$ cat config.mk
export PLATFORM = sky130hd
export DESIGN_NAME = signed_integer_to_radix_text_top
export DESIGN_NICKNAME = d
export VERILOG_FILES = /design/src/rtl/core/stc_pkg.sv /design/src/rtl/core/stc_ctrl.sv /design/src/rtl/core/stc_datapath.sv /design/src/rtl/core/signed_integer_to_radix_text_top.sv
export SDC_FILE = /design/constraint.sdc
export NUM_CORES = 1
export LEC_CHECK = 0
export CAP_MARGIN = 30
export CORE_ASPECT_RATIO = 1.4
export CORE_MARGIN = 1.5
export CORE_UTILIZATION = 45
export CTS_BUF_LIST = sky130_fd_sc_hd__clkbuf_8
export CTS_CLUSTER_SIZE = 20
export DETAILED_ROUTE_END_ITERATION = 6
export DONT_BUFFER_PORTS = 1
export PLACE_DENSITY = 0.67
export SKIP_LAST_GASP = 1
export SYNTH_ARGS = -nofsm -noshare
export SYNTH_HDL_FRONTEND = slang
export SYNTH_SLANG_ARGS = --single-unit
$ cat constraint.sdc
create_clock -name clk -period 18.2 [get_ports clk]
set_clock_uncertainty 0.2 [all_clocks]
set_input_delay 2.73 -clock clk [delete_from_list [all_inputs] [get_ports clk]]
set_output_delay 2.73 -clock clk [all_outputs]
set_load 0.02 [all_outputs]
$ cat src/rtl/core/stc_pkg.sv
// ----------------------------------------------------------------------------
// stc_pkg
// Shared types and constants for the signed integer to radix text block.
// ----------------------------------------------------------------------------
package stc_pkg;

  localparam int VALUE_WIDTH = 32;
  localparam int MAX_RADIX   = 16;
  localparam int DIGIT_W     = 4;
  localparam int RADIX_W     = 5;
  localparam int SYM_W       = 8;
  localparam int ALPHA_W     = 64;
  localparam int IDX_W       = 5;               // digit stack address
  localparam int CNT_W       = 6;               // digit count, up to 32
  localparam int BITS_PER_STEP = 8;             // quotient bits per cycle
  localparam int CHUNK_W     = 2;               // width of the step counter within a digit

  localparam logic [1:0] REG_RADIX         = 2'd0;
  localparam logic [1:0] REG_ALPHABET_LOW  = 2'd1;
  localparam logic [1:0] REG_ALPHABET_HIGH = 2'd2;

  localparam logic [RADIX_W-1:0] RADIX_RESET         = 5'd10;
  localparam logic [ALPHA_W-1:0] ALPHABET_LOW_RESET  = 64'h3736_3534_3332_3130;
  localparam logic [ALPHA_W-1:0] ALPHABET_HIGH_RESET = 64'h0;
  localparam logic [SYM_W-1:0]   MINUS_SYMBOL        = 8'h2D;

  typedef struct packed {
    logic load;
    logic div_step;
    logic emit_sign;
    logic emit_digit;
  } stc_cmd_t;

  typedef struct packed {
    logic step_last;
    logic quot_zero;
    logic neg;
    logic idx_zero;
    logic out_free;
  } stc_sts_t;

endpackage

$ cat src/rtl/core/stc_ctrl.sv
// ----------------------------------------------------------------------------
// stc_ctrl
// Sequencer: load, divide digit by digit, emit sign and digits.
// ----------------------------------------------------------------------------
module stc_ctrl import stc_pkg::*; (
  input  logic     clk,
  input  logic     rst,
  input  logic     value_valid,
  output logic     value_stall,
  input  stc_sts_t sts,
  output stc_cmd_t cmd
);

  typedef enum logic [3:0] {
    ST_IDLE  = 4'b0001,
    ST_DIV   = 4'b0010,
    ST_SIGN  = 4'b0100,
    ST_DIGIT = 4'b1000
  } state_t;

  state_t state;
  state_t state_next;

  assign value_stall = rst || (state != ST_IDLE);

  always_comb begin
    state_next = state;
    cmd        = '0;
    case (state)
      ST_IDLE: begin
        if (value_valid) begin
          cmd.load   = 1'b1;
          state_next = ST_DIV;
        end
      end
      ST_DIV: begin
        cmd.div_step = 1'b1;
        if (sts.step_last && sts.quot_zero) begin
          state_next = sts.neg ? ST_SIGN : ST_DIGIT;
        end
      end
      ST_SIGN: begin
        if (sts.out_free) begin
          cmd.emit_sign = 1'b1;
          state_next    = ST_DIGIT;
        end
      end
      ST_DIGIT: begin
        if (sts.out_free) begin
          cmd.emit_digit = 1'b1;
          if (sts.idx_zero) begin
            state_next = ST_IDLE;
          end
        end
      end
      default: begin
        state_next = ST_IDLE;
      end
    endcase
  end

  always_ff @(posedge clk) begin
    if (rst) begin
      state <= ST_IDLE;
    end else begin
      state <= state_next;
    end
  end

endmodule

$ cat src/rtl/core/stc_datapath.sv
// ----------------------------------------------------------------------------
// stc_datapath
// Config registers, shared divider, digit stack and output register.
// ----------------------------------------------------------------------------
module stc_datapath import stc_pkg::*; (
  input  logic                          clk,
  input  logic                          rst,
  input  logic                          cfg_we,
  input  logic [1:0]                    cfg_index,
  input  logic [ALPHA_W-1:0]            cfg_data,
  input  logic signed [VALUE_WIDTH-1:0] value,
  input  stc_cmd_t                      cmd,
  output stc_sts_t                      sts,
  output logic                          text_valid,
  input  logic                          text_stall,
  output logic [SYM_W-1:0]              symbol,
  output logic                          last
);

  logic [RADIX_W-1:0]     radix;
  logic [ALPHA_W-1:0]     alphabet_low;
  logic [ALPHA_W-1:0]     alphabet_high;
  logic [VALUE_WIDTH-1:0] dvd;
  logic [DIGIT_W-1:0]     rem;
  logic [CHUNK_W-1:0]     chunk;
  logic                   neg;
  logic [CNT_W-1:0]       ndig;
  logic [IDX_W-1:0]       idx;
  logic [DIGIT_W-1:0]     digits [2**IDX_W];

  logic [RADIX_W-1:0]     reff;
  logic [VALUE_WIDTH-1:0] dvd_next;
  logic [DIGIT_W-1:0]     rem_next;
  logic [DIGIT_W-1:0]     cur_digit;
  logic [SYM_W-1:0]       cur_sym;
  logic                   out_free;

  always_ff @(posedge clk) begin
    if (rst) begin
      radix         <= RADIX_RESET;
      alphabet_low  <= ALPHABET_LOW_RESET;
      alphabet_high <= ALPHABET_HIGH_RESET;
    end else if (cfg_we) begin
      case (cfg_index)
        REG_RADIX:         radix         <= cfg_data[RADIX_W-1:0];
        REG_ALPHABET_LOW:  alphabet_low  <= cfg_data;
        REG_ALPHABET_HIGH: alphabet_high <= cfg_data;
        default: ;
      endcase
    end
  end

  always_comb begin
    if (radix < 5'd2) begin
      reff = 5'd2;
    end else if (radix > RADIX_W'(MAX_RADIX)) begin
      reff = RADIX_W'(MAX_RADIX);
    end else begin
      reff = radix;
    end
  end

  // restoring division, eight quotient bits per cycle
  always_comb begin
    logic [RADIX_W-1:0]     t;
    logic [DIGIT_W-1:0]     r;
    logic [VALUE_WIDTH-1:0] d;
    r = rem;
    d = dvd;
    for (int i = 0; i < BITS_PER_STEP; i++) begin
      t = {r, d[VALUE_WIDTH-1]};
      d = {d[VALUE_WIDTH-2:0], 1'b0};
      if (t >= reff) begin
        t    = t - reff;
        d[0] = 1'b1;
      end
      r = t[DIGIT_W-1:0];
    end
    rem_next = r;
    dvd_next = d;
  end

  assign cur_digit = digits[idx];

  always_comb begin
    if (cur_digit[DIGIT_W-1]) begin
      cur_sym = alphabet_high[{cur_digit[DIGIT_W-2:0], 3'b000} +: SYM_W];
    end else begin
      cur_sym = alphabet_low[{cur_digit[DIGIT_W-2:0], 3'b000} +: SYM_W];
    end
  end

  assign out_free      = !text_valid || !text_stall;
  assign sts.step_last = (chunk == '1);
  assign sts.quot_zero = (dvd_next == '0);
  assign sts.neg       = neg;
  assign sts.idx_zero  = (idx == '0);
  assign sts.out_free  = out_free;

  always_ff @(posedge clk) begin
    if (cmd.load) begin
      neg   <= value[VALUE_WIDTH-1];
      dvd   <= value[VALUE_WIDTH-1] ? (~value + 1'b1) : value;
      rem   <= '0;
      chunk <= '0;
      ndig  <= '0;
    end else if (cmd.div_step) begin
      chunk <= chunk + 1'b1;
      if (chunk == '1) begin
        digits[ndig[IDX_W-1:0]] <= rem_next;
        ndig <= ndig + 1'b1;
        idx  <= ndig[IDX_W-1:0];
        rem  <= '0;
      end else begin
        rem  <= rem_next;
      end
      dvd <= dvd_next;
    end else if (cmd.emit_digit) begin
      idx <= idx - 1'b1;
    end
  end

  always_ff @(posedge clk) begin
    if (rst) begin
      text_valid <= 1'b0;
    end else if (cmd.emit_sign || cmd.emit_digit) begin
      text_valid <= 1'b1;
    end else if (!text_stall) begin
      text_valid <= 1'b0;
    end
  end

  always_ff @(posedge clk) begin
    if (cmd.emit_sign) begin
      symbol <= MINUS_SYMBOL;
      last   <= 1'b0;
    end else if (cmd.emit_digit) begin
      symbol <= cur_sym;
      last   <= (idx == '0);
    end
  end

endmodule

$ cat src/rtl/core/signed_integer_to_radix_text_top.sv
// ----------------------------------------------------------------------------
// signed_integer_to_radix_text_top
// Converts a signed 32-bit value to its text in a configurable radix.
// ----------------------------------------------------------------------------
// Input channel value_valid/value_stall takes one signed value per item.
// Output channel text_valid/text_stall gives one character per item, most
// significant digit first, a leading '-' for negative values, last set on
// the final character. No terminator is sent.
// Config channel cfg_valid/cfg_ready (ready whenever out of reset) writes
// radix (0), alphabet_low (1), alphabet_high (2); other indexes are ignored.
// Write only while idle. Radix is clamped to 2..16.
// The block loads a value, then the shared divider works out its digits
// (eight quotient bits per cycle over 32 bits), then the sign and the
// digits go out one character at a time.
// The next value is taken while the final character still waits.
// A stalled receiver holds the output register and pauses emission.
// Reset (rst, synchronous) restores radix 10 and alphabet "01234567",
// digits 8 and 9 as byte 0, and empties the output register.
// ----------------------------------------------------------------------------
module signed_integer_to_radix_text_top import stc_pkg::*; (
  input  logic                          clk,
  input  logic                          rst,
  input  logic                          cfg_valid,
  output logic                          cfg_ready,
  input  logic [1:0]                    cfg_index,
  input  logic [ALPHA_W-1:0]            cfg_data,
  input  logic                          value_valid,
  output logic                          value_stall,
  input  logic signed [VALUE_WIDTH-1:0] value,
  output logic                          text_valid,
  input  logic                          text_stall,
  output logic [SYM_W-1:0]              symbol,
  output logic                          last
);

  stc_cmd_t cmd;
  stc_sts_t sts;

  assign cfg_ready = !rst;

  stc_ctrl u_ctrl (
    .clk         (clk),
    .rst         (rst),
    .value_valid (value_valid),
    .value_stall (value_stall),
    .sts         (sts),
    .cmd         (cmd)
  );

  stc_datapath u_datapath (
    .clk        (clk),
    .rst        (rst),
    .cfg_we     (cfg_valid && cfg_ready),
    .cfg_index  (cfg_index),
    .cfg_data   (cfg_data),
    .value      (value),
    .cmd        (cmd),
    .sts        (sts),
    .text_valid (text_valid),
    .text_stall (text_stall),
    .symbol     (symbol),
    .last       (last)
  );

endmodule

==> results.txt <==
Clk root buf -> clkbuf_8
Max-cap violations -> 0
Starting Density -> 0.457
Rows -> 82
Number of vias in the routed layout -> 11900
Deepest clock path buffer count -> 3
FF-to-FF setup slack -> 3.74 ns
DRC viols -> 0
Hold Crit Endpoint -> u_datapath.alphabet_low[19]
Post-Syn Area per Cell -> 10.0 sq um
Hold_sp -> u_datapath.alphabet_low[19]
Cell Area, Synth -> 16400 sq um
Hold buffer count at CTS -> 0
Vias in the first global route -> 11900
Fillcell total -> 3256
R2R depth -> 57
Die width -> 164 um
Top Family by Delay on Critical Path -> compound AO/OA/AOI/OAI gates
Main synth FF type -> edfxtp_1
Total grt overflow -> 0
Most frequent cells after synthesis -> nand2_1, edfxtp_1, dfxtp_1, a21oi_1, mux2i_1
Inserted Diodes -> 0
Min-Delay Path Class -> flop to flop
Crit share post-route -> 0.794
Cells after synthesis -> 1629
Antenna violations before repair -> 0
Required time of the critical path -> 18.50 ns
Nets@finish -> 1771
H-tree depth -> 2
Final Hold Vio Count -> 0
CP max FO -> 12
CP arrival -> 14.76 ns
DRT iter0 DRCs -> 915
Final setup viols -> 0
Ranking of synthesized cells by area -> edfxtp_1, dfxtp_1, nand2_1
Count of warnings emitted by yosys -> 0
Die Ht -> 229 um
Asr flop ratio synth -> 0
Buffers on Ports -> 0
Worst-Skew Late Latency -> 0.61 ns
Layout cells sized above 1 -> 0.0871
Measured slew at the worst slew-check pin -> 0.948 ns
Status -> finished, final reports clean
CP dominant cell by count -> a21o_1
Top cell type's share of synthesized area -> 0.305
Post-CTS sizing -> 0
Area growth, synth to finish -> 7.85%
Total core area -> 35800 sq um
Max incr delay on CP -> 0.56 ns
Final Max Slew Viols -> 0
Per-cell routed wire length -> 19.2 um
Slew headroom -> 0.363
Num CTS Buffers -> 50
Kind of critical path -> flop to flop
Total I/O pin count -> 115
RSZ-0062 raised after global routing -> no
DIE AREA -> 37500 sq um
Post-CTS Setup Bufs -> 0
Worst-path clk slew -> 0.07 ns
Detailed Route WL -> 40700 um
Final Wtd Congestion -> 0.884
WHS Path Cells -> 2
Worst path buffer plus inverter count -> 4
RR Startpoint -> u_datapath.radix[4]
Drt first pass iters -> 5
Post-route minimum period -> 14.46 ns
Global-route wire length before repair -> 63900 um
Clock sink count -> 329
DP HPWL -> 27800 um
Critical path endpoint category -> flop
All-Layer GR Usage -> 0.217
Hold Slack -> 0.252 ns
Post-synthesis register bit count -> 329
Final ANT Viol Nets -> 0
Worst path slowest cell -> o311a_1
Area leader, netlist -> edfxtp_1
EDFF count, synth -> 166
Sequential area share after synthesis -> 0.504
Post-Syn Nets -> 1788
Cell variety after synth -> 68
Routed vias/inst -> 5.61
CTS tree -> done
F_max -> 69.2 MHz
Reg-to-reg endpoint -> u_ctrl.state[1]
Setup TNS -> 0 ns
Largest net degree at the start of global routing -> 109
Critical Path Start Type -> flop
Count leader, synth -> nand2_1
==> layout make-up <==
type                            count  area, sq um  area share
Sequential cell                   329         8250       0.468
Clock buffer                       58          798      0.0452
Timing Repair Buffer               18          155     0.00879
Inverter                           39          146     0.00830
Clock inverter                     35          158     0.00894
Multi-Input combinational cell   1174         7560       0.428
Tap cell                          462          578      0.0328
==> layer usage <==
layer | share of wire | up-vias | track usage
li1 | - | 5745 | -
met1 | 0.39 | 5666 | 0.252
met2 | 0.51 | 366 | 0.383
met3 | 0.058 | 93 | 0.0416
met4 | 0.041 | 0 | 0.0969
met5 | 0 | - | 0
==> layout by cell type (no fill, tap or decap), types with 6 or more instances in the layout <==
master    instances
clkbuf_8         58
o21ai_1           8
o21ai_0          40
a22oi_1          18
a21oi_1         144
o31ai_1          10
o211ai_1          9
clkinv_2          8
nor4_1            9
nand2b_1         17
fa_1              8
xnor2_1          18
buf_4            17
nor2_1           84
nand3_1          53
and2_1            7
edfxtp_1        166
a21o_1           38
ha_1             48
mux2_2           20
mux2i_1         117
nor2b_1          14
or3_1             9
a31oi_1           6
nand2_1         352
dfxtp_1         162
mux4_2           12
xor2_1           35
inv_1            59
a211oi_1         14
nor3_1            8
==> worst reg2reg max path: cells and delay by family (launching register included) <==
family	cells	cell delay (ns)
compound gates	38	8.66
fa+ha+maj	8	2.24
buf+inv	4	0.53
flops	1	0.31
mux	4	1.73
simple gates	3	0.71
==> state kept, by name, summed over array words and instances, names as in the netlist, named ones only <==
| signal | cells |
|---|---|
| u_datapath.neg | 1 |
| u_datapath.digits | 128 |
| u_datapath.alphabet_low | 64 |
| u_datapath.dvd | 32 |
| u_datapath.last | 1 |
| u_datapath.symbol | 8 |
| u_datapath.radix | 5 |
| u_datapath.rem | 4 |
| u_datapath.alphabet_high | 64 |
| u_datapath.idx | 5 |
| u_ctrl.state | 4 |
| u_datapath.chunk | 2 |
| u_datapath.ndig | 5 |
| u_datapath.text_valid | 1 |
==> per-stage QoR <==
stage,instance area (sq um),cells,utilization,worst slack [ns]
final,17600,2115,0.493,3.74
after detailed placement,16700,2021,0.465,3.37
after global routing,17600,2115,0.493,2.60
after CTS,17600,2114,0.492,3.31
after floorplan,16400,1629,-,4.53
after global placement,16700,2021,0.465,3.79
==> logic make-up after synthesis <==
family	count (synthesis)	share of synthesized area
flip-flops	329	0.504
XOR/XNOR	53	0.0284
buffers and inverters	126	0.0353
adder cells (fa/ha/maj)	56	0.0465
multiplexers	152	0.104
AND/OR/NAND/NOR	586	0.157
AO/OA/AOI/OAI	327	0.125
==> how the worst max path moves through the flow <==
stage,start,to,slack [ns],cells past startpoint
2_1_floorplan,u_datapath.radix[2],u_datapath.digits[0][1],4.53,55
3_3_place_gp,u_datapath.radix[4],u_datapath.digits[4][2],3.79,56
3_5_place_dp,u_datapath.radix[4],u_datapath.digits[5][2],3.37,56
4_1_cts,u_datapath.radix[4],u_datapath.digits[20][2],3.31,56
5_1_grt,u_datapath.radix[4],u_ctrl.state[1],2.60,57
6_report,u_datapath.radix[4],u_ctrl.state[1],3.74,57
Power is left out: the tool's default activity adds up to more than one toggle a clock period on the data nets, which glitch-free logic cannot reach.
